## src/rtl/core/c32mh_pkg.sv

```systemverilog
package c32mh_pkg;

    // reflected CRC-32C polynomial and finishing multiplier
    localparam logic [31:0] CRC_POLY   = 32'h82f63b78;
    localparam logic [31:0] FINISH_MUL = 32'h805204f3;
    localparam logic [7:0]  BYTE_MASK  = 8'hFF;
    localparam int unsigned MIX_SHIFT  = 16;

    // register indexes
    localparam logic REG_SEED = 1'b0;

    // largest byte count of one word
    localparam logic [2:0] WORD_BYTES = 3'd4;

    // finished message request passed from front to back
    typedef struct packed {
        logic [31:0] crc;
        logic [63:0] len;
        logic        ovf;
    } t_job;

    // finished hash request passed to the output queue
    typedef struct packed {
        logic [31:0] hash;
        logic        ovf;
    } t_result;

    // fold one byte through the reflected CRC
    function automatic logic [31:0] fold_byte(input logic [31:0] crc, input logic [7:0] data);
        logic [31:0] c;
        c = crc ^ {24'd0, data & BYTE_MASK};
        for (int i = 0; i < 8; i++) begin
            c = c[0] ? ((c >> 1) ^ CRC_POLY) : (c >> 1);
        end
        return c;
    endfunction

    // fold four bytes, low byte first
    function automatic logic [31:0] fold_word(input logic [31:0] crc, input logic [31:0] data);
        logic [31:0] c;
        c = crc;
        for (int b = 0; b < 4; b++) begin
            c = fold_byte(c, data[8*b +: 8]);
        end
        return c;
    endfunction

endpackage

```

## src/rtl/core/crc32c_message_hash.sv

```systemverilog
// Channel   | Ports                                          | Handshake
// ----------+------------------------------------------------+---------------------------
// input     | i_data_word, i_byte_count, i_last              | push / full
// result    | o_hash_value, o_length_overflow                | empty / pop
// config    | paddr, pwdata, prdata (seed at address 0)      | psel, penable, pwrite, pready
//
// One word is accepted every cycle while full is low; the CRC fold of a word is a
// combinational xor network. A result passes a queue handoff, two stages folding the
// 64-bit length, one multiply stage, then a two-entry output queue.
// Reset (synchronous, active low) clears message state, queues and the seed register.
// A full output queue stalls the back pipeline; words keep flowing into the front until
// the two-entry handoff queue fills, which then raises full.
module crc32c_message_hash #(
    parameter int LENGTH_BITS = 32
) (
    input  logic        i_clk,
    input  logic        i_rst_n,
    input  logic        push,
    output logic        full,
    input  logic [31:0] i_data_word,
    input  logic [2:0]  i_byte_count,
    input  logic        i_last,
    output logic        empty,
    input  logic        pop,
    output logic [31:0] o_hash_value,
    output logic        o_length_overflow,
    input  logic        psel,
    input  logic        penable,
    input  logic        pwrite,
    input  logic [2:0]  paddr,
    input  logic [31:0] pwdata,
    output logic [31:0] prdata,
    output logic        pready
);
    logic [31:0]          r_seed;
    c32mh_pkg::t_job      w_job_in, w_job_out;
    logic                 w_job_push, w_job_empty, w_job_pop;
    c32mh_pkg::t_result   w_res_in, w_res_out;
    logic                 w_res_push, w_res_full;

    // config port
    assign pready = 1'b1;
    assign prdata = (paddr[2] == c32mh_pkg::REG_SEED) ? r_seed : 32'd0;

    always_ff @(posedge i_clk) begin
        if (!i_rst_n) begin
            r_seed <= '0;
        end else if (psel && penable && pwrite && (paddr[2] == c32mh_pkg::REG_SEED)) begin
            r_seed <= pwdata;
        end
    end

    // word folding and length count
    c32mh_front #(
        .LENGTH_BITS (LENGTH_BITS)
    ) u_front (
        .i_clk        (i_clk),
        .i_rst_n      (i_rst_n),
        .i_seed       (r_seed),
        .i_push       (push),
        .i_full       (full),
        .i_data_word  (i_data_word),
        .i_byte_count (i_byte_count),
        .i_last       (i_last),
        .o_job_push   (w_job_push),
        .o_job        (w_job_in)
    );

    // handoff queue between front and back
    c32mh_fifo #(
        .WIDTH ($bits(c32mh_pkg::t_job)),
        .DEPTH (2)
    ) u_job_q (
        .i_clk   (i_clk),
        .i_rst_n (i_rst_n),
        .i_push  (w_job_push),
        .i_data  (w_job_in),
        .o_full  (full),
        .i_pop   (w_job_pop),
        .o_data  (w_job_out),
        .o_empty (w_job_empty)
    );

    // length fold and finish
    c32mh_back u_back (
        .i_clk       (i_clk),
        .i_rst_n     (i_rst_n),
        .i_job       (w_job_out),
        .i_job_valid (!w_job_empty),
        .o_job_pop   (w_job_pop),
        .i_res_full  (w_res_full),
        .o_res_push  (w_res_push),
        .o_res       (w_res_in)
    );

    // result queue
    c32mh_fifo #(
        .WIDTH ($bits(c32mh_pkg::t_result)),
        .DEPTH (2)
    ) u_res_q (
        .i_clk   (i_clk),
        .i_rst_n (i_rst_n),
        .i_push  (w_res_push),
        .i_data  (w_res_in),
        .o_full  (w_res_full),
        .i_pop   (pop),
        .o_data  (w_res_out),
        .o_empty (empty)
    );

    assign o_hash_value      = w_res_out.hash;
    assign o_length_overflow = w_res_out.ovf;

endmodule

```

## src/rtl/core/c32mh_fifo.sv

```systemverilog
module c32mh_fifo #(
    parameter int WIDTH = 8,
    parameter int DEPTH = 2
) (
    input  logic             i_clk,
    input  logic             i_rst_n,
    input  logic             i_push,
    input  logic [WIDTH-1:0] i_data,
    output logic             o_full,
    input  logic             i_pop,
    output logic [WIDTH-1:0] o_data,
    output logic             o_empty
);
    localparam int PW = (DEPTH > 1) ? $clog2(DEPTH) : 1;
    localparam int CW = $clog2(DEPTH + 1);

    logic [WIDTH-1:0] r_mem [DEPTH];
    logic [PW-1:0]    r_wr, n_wr;
    logic [PW-1:0]    r_rd, n_rd;
    logic [CW-1:0]    r_count, n_count;
    logic             w_wr_en, w_rd_en;

    assign o_full  = (r_count == CW'(DEPTH));
    assign o_empty = (r_count == '0);
    assign o_data  = r_mem[r_rd];
    assign w_wr_en = i_push && !o_full;
    assign w_rd_en = i_pop && !o_empty;

    // pointer and fill count update
    always_comb begin
        n_wr    = r_wr;
        n_rd    = r_rd;
        n_count = r_count;
        if (w_wr_en) begin
            n_wr = (r_wr == PW'(DEPTH - 1)) ? '0 : r_wr + PW'(1);
        end
        if (w_rd_en) begin
            n_rd = (r_rd == PW'(DEPTH - 1)) ? '0 : r_rd + PW'(1);
        end
        if (w_wr_en && !w_rd_en) begin
            n_count = r_count + CW'(1);
        end else if (!w_wr_en && w_rd_en) begin
            n_count = r_count - CW'(1);
        end
    end

    always_ff @(posedge i_clk) begin
        if (!i_rst_n) begin
            r_wr    <= '0;
            r_rd    <= '0;
            r_count <= '0;
        end else begin
            r_wr    <= n_wr;
            r_rd    <= n_rd;
            r_count <= n_count;
        end
    end

    // storage, no reset
    always_ff @(posedge i_clk) begin
        if (w_wr_en) begin
            r_mem[r_wr] <= i_data;
        end
    end

    // fill count never passes the depth
    a_count_range: assert property (@(posedge i_clk) disable iff (!i_rst_n)
        r_count <= CW'(DEPTH))
        else $error("fifo count beyond depth");

endmodule

```

## src/rtl/core/c32mh_front.sv

```systemverilog
module c32mh_front #(
    parameter int LENGTH_BITS = 32
) (
    input  logic                i_clk,
    input  logic                i_rst_n,
    input  logic [31:0]         i_seed,
    input  logic                i_push,
    input  logic                i_full,
    input  logic [31:0]         i_data_word,
    input  logic [2:0]          i_byte_count,
    input  logic                i_last,
    output logic                o_job_push,
    output c32mh_pkg::t_job     o_job
);
    localparam logic [LENGTH_BITS-1:0] LEN_MAX = {LENGTH_BITS{1'b1}};

    logic [31:0]            r_crc, n_crc;
    logic [LENGTH_BITS-1:0] r_len, n_len;
    logic                   r_mid, n_mid;
    logic                   r_ovf, n_ovf;

    logic                   w_acc;
    logic [2:0]             w_cnt;
    logic [31:0]            w_mask;
    logic [31:0]            w_base_crc;
    logic [LENGTH_BITS-1:0] w_base_len;
    logic                   w_base_ovf;
    logic [LENGTH_BITS:0]   w_sum;
    logic [31:0]            w_crc;
    logic [LENGTH_BITS-1:0] w_len;
    logic                   w_ovf;

    assign w_acc = i_push && !i_full;

    // clamp count and build the byte mask
    always_comb begin
        w_cnt = (i_byte_count > c32mh_pkg::WORD_BYTES) ? c32mh_pkg::WORD_BYTES : i_byte_count;
        case (w_cnt)
            3'd1:    w_mask = 32'h0000_00FF;
            3'd2:    w_mask = 32'h0000_FFFF;
            3'd3:    w_mask = 32'h00FF_FFFF;
            3'd4:    w_mask = 32'hFFFF_FFFF;
            default: w_mask = 32'h0000_0000;
        endcase
    end

    // message start loads seed, zero length
    assign w_base_crc = r_mid ? r_crc : i_seed;
    assign w_base_len = r_mid ? r_len : '0;
    assign w_base_ovf = r_mid && r_ovf;
    assign w_sum      = {1'b0, w_base_len} + (LENGTH_BITS + 1)'(w_cnt);

    // fold the word and count bytes, saturating on carry out
    always_comb begin
        w_crc = w_base_crc;
        w_len = w_base_len;
        w_ovf = w_base_ovf;
        if (w_cnt != 3'd0) begin
            w_crc = c32mh_pkg::fold_word(w_base_crc, i_data_word & w_mask);
            if (w_sum[LENGTH_BITS]) begin
                w_len = LEN_MAX;
                w_ovf = 1'b1;
            end else begin
                w_len = w_sum[LENGTH_BITS-1:0];
            end
        end
    end

    // next message state
    always_comb begin
        n_crc = r_crc;
        n_len = r_len;
        n_mid = r_mid;
        n_ovf = r_ovf;
        if (w_acc) begin
            if (i_last) begin
                n_crc = '0;
                n_len = '0;
                n_mid = 1'b0;
                n_ovf = 1'b0;
            end else begin
                n_crc = w_crc;
                n_len = w_len;
                n_mid = 1'b1;
                n_ovf = w_ovf;
            end
        end
    end

    always_ff @(posedge i_clk) begin
        if (!i_rst_n) begin
            r_crc <= '0;
            r_len <= '0;
            r_mid <= 1'b0;
            r_ovf <= 1'b0;
        end else begin
            r_crc <= n_crc;
            r_len <= n_len;
            r_mid <= n_mid;
            r_ovf <= n_ovf;
        end
    end

    // finished message goes to the back
    assign o_job_push = w_acc && i_last;
    assign o_job.crc  = w_crc;
    assign o_job.len  = 64'(w_len);
    assign o_job.ovf  = w_ovf;

    a_last_closes: assert property (@(posedge i_clk) disable iff (!i_rst_n)
        (w_acc && i_last) |=> !r_mid && r_len == '0)
        else $error("message state not cleared after last word");

    a_word_opens: assert property (@(posedge i_clk) disable iff (!i_rst_n)
        (w_acc && !i_last) |=> r_mid)
        else $error("message not open after inner word");

    a_ovf_saturated: assert property (@(posedge i_clk) disable iff (!i_rst_n)
        r_ovf |-> (r_mid && r_len == LEN_MAX))
        else $error("overflow flag without saturated length");

endmodule

```

## src/rtl/core/c32mh_back.sv

```systemverilog
module c32mh_back (
    input  logic                 i_clk,
    input  logic                 i_rst_n,
    input  c32mh_pkg::t_job      i_job,
    input  logic                 i_job_valid,
    output logic                 o_job_pop,
    input  logic                 i_res_full,
    output logic                 o_res_push,
    output c32mh_pkg::t_result   o_res
);
    // stage 1: low length word folded
    logic        r_v1;
    logic [31:0] r_crc1;
    logic [31:0] r_len_hi;
    logic        r_ovf1;
    // stage 2: high length word folded
    logic        r_v2;
    logic [31:0] r_crc2;
    logic        r_ovf2;
    // stage 3: finishing product
    logic        r_v3;
    logic [31:0] r_prod;
    logic        r_ovf3;

    logic        w_rdy1, w_rdy2, w_rdy3;
    logic [31:0] w_prod;

    // each stage loads when empty or draining
    assign w_rdy3     = !r_v3 || !i_res_full;
    assign w_rdy2     = !r_v2 || w_rdy3;
    assign w_rdy1     = !r_v1 || w_rdy2;
    assign o_job_pop  = i_job_valid && w_rdy1;
    // low half of the product only
    assign w_prod     = r_crc2 * c32mh_pkg::FINISH_MUL;

    always_ff @(posedge i_clk) begin
        if (!i_rst_n) begin
            r_v1 <= 1'b0;
            r_v2 <= 1'b0;
            r_v3 <= 1'b0;
        end else begin
            if (w_rdy1) r_v1 <= i_job_valid;
            if (w_rdy2) r_v2 <= r_v1;
            if (w_rdy3) r_v3 <= r_v2;
        end
    end

    // datapath registers, no reset
    always_ff @(posedge i_clk) begin
        if (w_rdy1) begin
            r_crc1   <= c32mh_pkg::fold_word(i_job.crc, i_job.len[31:0]);
            r_len_hi <= i_job.len[63:32];
            r_ovf1   <= i_job.ovf;
        end
        if (w_rdy2) begin
            r_crc2 <= c32mh_pkg::fold_word(r_crc1, r_len_hi);
            r_ovf2 <= r_ovf1;
        end
        if (w_rdy3) begin
            r_prod <= w_prod;
            r_ovf3 <= r_ovf2;
        end
    end

    // final xor mix into the output queue
    assign o_res_push = r_v3 && !i_res_full;
    assign o_res.hash = r_prod ^ (r_prod >> c32mh_pkg::MIX_SHIFT);
    assign o_res.ovf  = r_ovf3;

    a_stall_holds: assert property (@(posedge i_clk) disable iff (!i_rst_n)
        (r_v3 && i_res_full) |=> (r_v3 && $stable(r_prod) && $stable(r_ovf3)))
        else $error("finished hash lost during stall");

endmodule

```

## config.mk

```make
export PLATFORM = sky130hd
export DESIGN_NAME = crc32c_message_hash
export DESIGN_NICKNAME = d
export VERILOG_FILES = /design/src/rtl/core/c32mh_pkg.sv /design/src/rtl/core/crc32c_message_hash.sv /design/src/rtl/core/c32mh_fifo.sv /design/src/rtl/core/c32mh_front.sv /design/src/rtl/core/c32mh_back.sv
export SDC_FILE = /design/constraint.sdc
export NUM_CORES = 2
export LEC_CHECK = 0
export BUFFER_PORTS_ARGS = -buffer_cell sky130_fd_sc_hd__clkbuf_2
export CORE_MARGIN = 2
export CORE_UTILIZATION = 25
export DETAILED_ROUTE_END_ITERATION = 16
export GPL_ROUTABILITY_DRIVEN = 0
export HOLD_SLACK_MARGIN = 0.06
export PLACE_DENSITY_LB_ADDON = 0.1
export SYNTH_ARGS = -nofsm -noshare
export SYNTH_HDL_FRONTEND = slang
export SYNTH_HIERARCHICAL = 1
export SYNTH_SLANG_ARGS = --single-unit
```

## constraint.sdc

```tcl
create_clock -name i_clk -period 8.9 [get_ports i_clk]
set_input_delay 1.78 -clock i_clk [delete_from_list [all_inputs] [get_ports i_clk]]
set_output_delay 1.78 -clock i_clk [all_outputs]
set_load 0.01 [all_outputs]
```

Yosys cells after proc, flatten, opt, wreduce, memory -nomap -nowiden --
Memories as Yosys holds them, arrays and structs flattened. A register that Yosys moved wholly into a read port is not among the register bits. Index checks and enable logic that the tools add are counted.
Word-level totals: register bits 240, bits in writable memories 196, input port bits 78, output and inout bits 68, logic and storage cells 314, memories 2
Operators by class: add/subtract/negate cells 9, $mul 1, $lt $le $gt $ge 1, equal/unequal tests 6, muxes and demuxes 126, bitwise gates (word level) 111, reductions and logical operators 35
Memories:
- u_job_q.r_mem | depth 2, bits a word 65, read ports 1, clocked after Yosys merged registers in 1, wr ports 1, RTL line c32mh_fifo.sv:17 | logic [WIDTH-1:0] r_mem [DEPTH];
- u_res_q.r_mem | depth 2, bits a word 33, read ports 1, clocked after Yosys merged registers in 1, wr ports 1, RTL line c32mh_fifo.sv:17
Operator list (count):
- $mux W32 | 102
- $not A16 Y17 | 96
- $xor A32 B8 Y32 | 12
- $pmux W32 S4 | 1
- $mux W26 | 2
- $add A32 B3 Y33 | 1
- $and A32 B32 Y32 | 1
- $mul A32 B32 Y32 const B | 1
- $xor A32 B16 Y32 | 1
- $logic_and A1 B1 Y1 | 16
- $mux W1 | 16
- $logic_not A1 Y1 | 11
- $mux W2 | 4
- $eq A3 B2 Y1 const B | 2
- $add A1 B1 Y1 const B | 4
- $add A2 B1 Y2 const B | 2
- $eq A2 B2 Y1 const B | 2
- $logic_not A2 Y1 | 2
- $reduce_bool A2 Y1 | 2
- $sub A2 B1 Y2 const B | 2
- $eq A3 B1 Y1 const B | 1
- $eq A3 B3 Y1 const B | 1
- $gt A3 B3 Y1 const B | 1
- $logic_or A1 B1 Y1 | 3
- other kinds (3) | 3

Logic depth before layout (Yosys ltp) --
word-level depth 75, mapped depth 26, depth with buffers taken out 26

Cells and area by module --
The synthesis kept the hierarchy.
Modules (own cells, without submodules):
- c32mh_back | instances 1, cells each 1587, area an instance 18547.8 um^2, sequential area each 3993.8 um^2
- c32mh_front | instances 1, cells each 955, area an instance 9322.7 um^2, sequential area each 1321.3 um^2
- c32mh_fifo (u_job_q) | instances 1, cells each 327, area an instance 7350.8 um^2, sequential area each 5925.7 um^2
- c32mh_fifo (u_res_q) | instances 1, cells each 128, area an instance 2607.5 um^2, sequential area each 2082.0 um^2
- crc32c_message_hash | instances 1, cells each 178, area an instance 1541.5 um^2, sequential area each 640.6 um^2

Worst setup path before layout --
OpenSTA, ideal clock, no wires.
kind input to register, start input port i_byte_count[0], end memory u_job_q/r_mem[0][83] (netlist name) (data pin), setup time 280 ps, data arrival time 6580 ps, required time 8620 ps, setup slack 2040 ps, cell stages on the path 15, buffers on the path 1, cells stage by stage buf_2 o31ai_2 xor2_4 xnor2_4 xor3_1 xnor3_2 xnor3_2 xor3_2 xnor3_4 xnor3_2 xnor2_2 xnor2_2 xor2_1 xnor2_1 mux2i_1
On the way: longest elaborated chain between the ends 5, elaborated cells on any way between the ends 6, those cells by class 1 x add/sub; 1 x order compare; 3 x mux; 1 x reduce/logical
Ends and longest elaborated chain:
- start: declaration | RTL line crc32c_message_hash.sv:21 | input logic [2:0] i_byte_count,
- $gt A3 B3 Y1 | RTL line c32mh_front.sv:37 | w_cnt = (i_byte_count > c32mh_pkg::WORD_BYTES) ? c32mh_pkg::WORD_BYTES : i_byte_count;
- $mux W3 * | RTL line c32mh_front.sv:37
- $add A32 B3 Y33 | RTL line c32mh_front.sv:51 | assign w_sum = {1'b0, w_base_len} + (LENGTH_BITS + 1)'(w_cnt);
- $mux W32 | RTL line c32mh_front.sv:60 | if (w_sum[LENGTH_BITS]) begin
- $mux W32 * | RTL line c32mh_front.sv:58 | if (w_cnt != 3'd0) begin
- end: declaration | RTL line c32mh_fifo.sv:17
Mark *: on every way between the ends. The rest lies on a longest branch, timed or not.

Final worst setup path --
start input port i_byte_count[2], end memory u_job_q/r_mem[1][74] (netlist name) (data pin)
Same word-level chain as after synthesis.

==> run_summary.xml <==
<?xml version="1.0" encoding="UTF-8"?>
<metrics>
  <group name="setup_path">
    <metric name="endpoint" unit="">u_job_q/r_mem[1][74]</metric>
    <metric name="critical_path.reg2reg.endpoint" unit="">u_back/r_prod[29]</metric>
    <metric name="rr_startpoint" unit="">u_back/r_crc2[6]</metric>
    <metric name="worstPathCellList" unit="">clkbuf_2 -&gt; nor3_4 -&gt; nor2_1 -&gt; xnor2_2 -&gt; xnor3_1 -&gt; xnor3_1 -&gt; xnor3_1 -&gt; xnor3_1 -&gt; xnor2_1 -&gt; xnor3_2 -&gt; xnor2_2 -&gt; xnor2_2 -&gt; xor3_1 -&gt; mux2i_1</metric>
    <metric name="crit_path_max_fanout" unit="">18</metric>
    <metric name="critPathCaptureType" unit="">flop</metric>
    <metric name="worst_path_largest_cell_delay" unit="ns">0.66</metric>
    <metric name="critical_path_buf_inv_count" unit="">1</metric>
    <metric name="critical_path_arrival" unit="ns">7.85</metric>
    <metric name="worstSetupStartpoint" unit="">i_byte_count[2]</metric>
    <metric name="worst-r2r-setup-slack" unit="ns">1.62</metric>
    <metric name="crit_slowest_cell" unit="">xnor3_2</metric>
    <metric name="critical_path_required" unit="ns">9.28</metric>
    <metric name="start_kind" unit="">input port</metric>
    <metric name="worstSetupPathDepth" unit="">14</metric>
    <metric name="path_class" unit="">in2reg</metric>
    <metric name="critical_path.top_delay_family" unit="">XOR/XNOR gates</metric>
    <metric name="path_common_cell" unit="">xnor3_1</metric>
    <metric name="reg2reg_depth" unit="">24</metric>
  </group>
  <group name="floorplan">
    <metric name="fp.dieH" unit="um">401</metric>
    <metric name="dieArea" unit="um^2">161000</metric>
    <metric name="top_level_ports" unit="">146</metric>
    <metric name="core-area" unit="um^2">156000</metric>
    <metric name="die-width" unit="um">401</metric>
    <metric name="core.rowCount" unit="">145</metric>
    <metric name="start_util" unit="%">25.2</metric>
  </group>
  <group name="placement">
    <metric name="detailed_place_hpwl" unit="um">86000</metric>
    <metric name="numPortBuffers" unit="">142</metric>
  </group>
  <group name="synthesis">
    <metric name="ranking_of_synthesized_cells_by_instance_count" unit="">xnor2_1, edfxtp_1, xor2_1</metric>
    <metric name="avg_inst_size_synth" unit="um^2">12.4</metric>
    <metric name="synth_cell_types" unit="">76</metric>
    <metric name="synth_area_in_compound_gates" unit="%">3.29</metric>
    <metric name="ys_warn_count" unit="">6</metric>
    <metric name="synth.most_common_cell" unit="">xnor2_1</metric>
    <metric name="yosys-mux-area-fraction" unit="%">6.39</metric>
    <metric name="yosys.area_share.xor_xnor" unit="%">32.3</metric>
    <metric name="sequential_area_share_after_synthesis" unit="%">35.5</metric>
    <metric name="total_of_flip_flops_plus_latches_after_synthesis" unit="">502</metric>
    <metric name="post_synth_fa_ha_maj_area_fraction" unit="%">13.6</metric>
    <metric name="synth-main-ff-cell" unit="">edfxtp_1</metric>
    <metric name="synth_top_area_share" unit="%">29.8</metric>
    <metric name="synth_area" unit="um^2">39400</metric>
    <metric name="netlist.top_cell.by_area" unit="">edfxtp_1</metric>
    <metric name="synth_simple_gate_area_share" unit="%">4.66</metric>
    <metric name="synth-edff-count" unit="">391</metric>
    <metric name="main_combinational_cell_family_by_area_after_synthesis" unit="">XOR/XNOR gates</metric>
    <metric name="netlist_top_cells_area" unit="">edfxtp_1, xnor2_1, fa_1, ha_1, dfxtp_1</metric>
    <metric name="syn-instance-count" unit="">3175</metric>
    <metric name="postSynth.asyncResetShare" unit="%">0</metric>
  </group>
  <group name="drt">
    <metric name="num_vias" unit="">21900</metric>
    <metric name="wl" unit="um">109000</metric>
    <metric name="drt_first_pass_iters" unit="">5</metric>
    <metric name="drt.antenna.violating_nets" unit="">0</metric>
    <metric name="detail_route.iter0.violations" unit="">932</metric>
    <metric name="detail_route.vias_per_cell" unit="">4.03</metric>
    <metric name="wire_per_inst" unit="um">20.1</metric>
    <metric name="drt_drc_violations_left" unit="">0</metric>
  </group>
  <group name="final_layout">
    <metric name="final_layout_size_suffix_gt1_share" unit="%">16.8</metric>
    <metric name="final_nets" unit="">3746</metric>
    <metric name="fillcell_total" unit="">16300</metric>
    <metric name="utilization" unit="%">28.4</metric>
    <metric name="antennaDiodeCount" unit="">0</metric>
    <metric name="area_delta_synth_final" unit="%">12.9</metric>
  </group>
  <group name="global_route">
    <metric name="grt-ovfl-total" unit="">0</metric>
    <metric name="first_global_vias" unit="">23600</metric>
    <metric name="pin_count_of_the_biggest_net_entering_global_routing" unit="">99</metric>
    <metric name="wire_length_of_the_first_global_routing_pass" unit="um">161000</metric>
    <metric name="initial_antenna_violation_count" unit="">1</metric>
    <metric name="globalRouteTotalUtil" unit="%">13.6</metric>
  </group>
  <group name="sta">
    <metric name="report.final.setup_viol" unit="">0</metric>
    <metric name="maxSlewViolCount" unit="">0</metric>
    <metric name="skew" unit="ns">0.0342</metric>
    <metric name="finalWorstPathRequiredPeriod" unit="ns">7.47</metric>
    <metric name="hold_viol" unit="">0</metric>
    <metric name="rsz0062_at_grt" unit="">false</metric>
    <metric name="layout_worst_path_cycle_share" unit="%">84.0</metric>
    <metric name="tightest_slew" unit="ns">1.08</metric>
    <metric name="timing.fmax" unit="GHz">0.134</metric>
    <metric name="totalNegativeSetupSlack" unit="ns">0</metric>
    <metric name="slew-limit-headroom" unit="%">27.8</metric>
  </group>
  <group name="clocking">
    <metric name="numCtsBuffers" unit="">66</metric>
    <metric name="ctsRootBufferMaster" unit="">clkbuf_16</metric>
    <metric name="numClockSinks" unit="">502</metric>
    <metric name="clock_transition_at_the_registers_of_the_reported_paths" unit="ns">0.06</metric>
    <metric name="cts_htree_levels" unit="">3</metric>
    <metric name="cts_setup_buffers" unit="">0</metric>
    <metric name="tritoncts" unit="">yes</metric>
    <metric name="clk_latency" unit="ns">0.64</metric>
    <metric name="max-clock-path-buffers" unit="">3</metric>
    <metric name="cts_hold_buf" unit="">0</metric>
    <metric name="post_cts.resized_instances" unit="">0</metric>
  </group>
  <group name="worst_hold_path">
    <metric name="hold_path_class" unit="">reg2reg</metric>
    <metric name="hold_startpoint" unit="">u_back/r_ovf2</metric>
  </group>
  <group name="job">
    <metric name="timing.max_cap.violations" unit="">0</metric>
  </group>
  <group name="run_status">
    <metric name="outcome" unit="">completed</metric>
  </group>
</metrics>
-- layout by cell type (no fill, tap or decap), drive strengths merged, types with 3 or more instances in the layout --
master | netlist | layout
o211ai | 4 | 4
mux2 | 133 | 133
nand2b | 6 | 6
a22oi | 44 | 44
dfxtp | 111 | 111
o21ai | 29 | 29
or2 | 3 | 3
xnor3 | 80 | 80
nand2 | 181 | 181
clkinv | 0 | 26
conb | 2 | 33
xor3 | 11 | 11
nor3 | 9 | 9
inv | 230 | 234
clkbuf | 37 | 220
nand4 | 6 | 6
bufinv | 0 | 5
xnor2 | 835 | 835
a21boi | 5 | 5
ha | 193 | 193
and2 | 16 | 16
a31o | 3 | 3
or3 | 5 | 5
a22o | 18 | 18
edfxtp | 391 | 391
buf | 91 | 42
fa | 146 | 146
o21a | 4 | 4
o31ai | 6 | 6
a21oi | 37 | 37
nor2 | 50 | 50
nand3 | 12 | 12
a211oi | 4 | 4
a21o | 9 | 9
nor2b | 79 | 79
xor2 | 258 | 258
mux2i | 87 | 87
and3 | 9 | 9
o21bai | 10 | 10
-- sequential cells by signal, indices dropped and copies added, names as in the netlist, 2 cells and up, named ones only --
name and cells:
u_res_q/r_mem 66, u_front/r_crc 32, u_job_q/r_count 2, u_back/r_len_hi 32, r_seed 32, u_job_q/r_mem 194
u_back/r_prod 32, u_back/r_crc1 32, u_res_q/r_count 2, u_back/r_crc2 32, u_front/r_len 32
-- how the worst min path moves through the flow --
stage | endpoint | slack [ns] | depth (start not counted)
after floorplan | u_back/r_ovf2 | 0.40 | 0
after global placement | u_back/r_ovf2 | 0.41 | 0
final | u_back/r_ovf3 | 0.41 | 0
after global routing | u_back/r_ovf3 | 0.41 | 0
after detailed placement | u_back/r_ovf3 | 0.41 | 0
after CTS | u_back/r_ovf3 | 0.40 | 0
-- final cells by class --
cell class	instances	area, um^2	area share (%)
Multi-Input combinational cell	2346	23900	53.7
Clock inverter	35	394	0.887
Tap cell	2058	2570	5.79
Clock buffer	79	1720	3.87
Timing Repair Buffer	183	1050	2.35
Inverter	230	863	1.94
Sequential cell	502	14000	31.4
-- cell families (layout without fill, tap and decap cells) --
group,after synthesis,after routing
XOR/XNOR,1184,1184
flip-flops,502,502
AND/OR/NAND/NOR,383,383
buffers and inverters,358,527
adder cells (fa/ha/maj),339,339
multiplexers,220,220
AO/OA/AOI/OAI,187,187
other,2,33
-- stage by stage --
| stage | setup WS, ns | hold slack, ns | cells | instance area, um^2 |
|---|---|---|---|---|
| 5_1_grt | 1.06 | 0.407 | 5433 | 44500 |
| 4_1_cts | 1.45 | 0.405 | 5433 | 44500 |
| 2_1_floorplan | 2.04 | 0.400 | 3206 | 39500 |
| 6_report | 1.43 | 0.407 | 5433 | 44500 |
| 3_5_place_dp | 0.783 | 0.407 | 5319 | 42300 |
| 3_3_place_gp | 0.793 | 0.406 | 5319 | 42300 |
-- per-layer routing --
metal	vias to the layer above	part of all wire, %	global-route usage, %
met4	0	1.6	2.72
met3	85	2.2	1.82
met1	10700	46	17.7
met5	-	0	0
li1	10800	-	-
met2	231	50	23.9
Power is left out: the tool's default activity adds up to more than one toggle a clock period on the data nets, which glitch-free logic cannot reach.
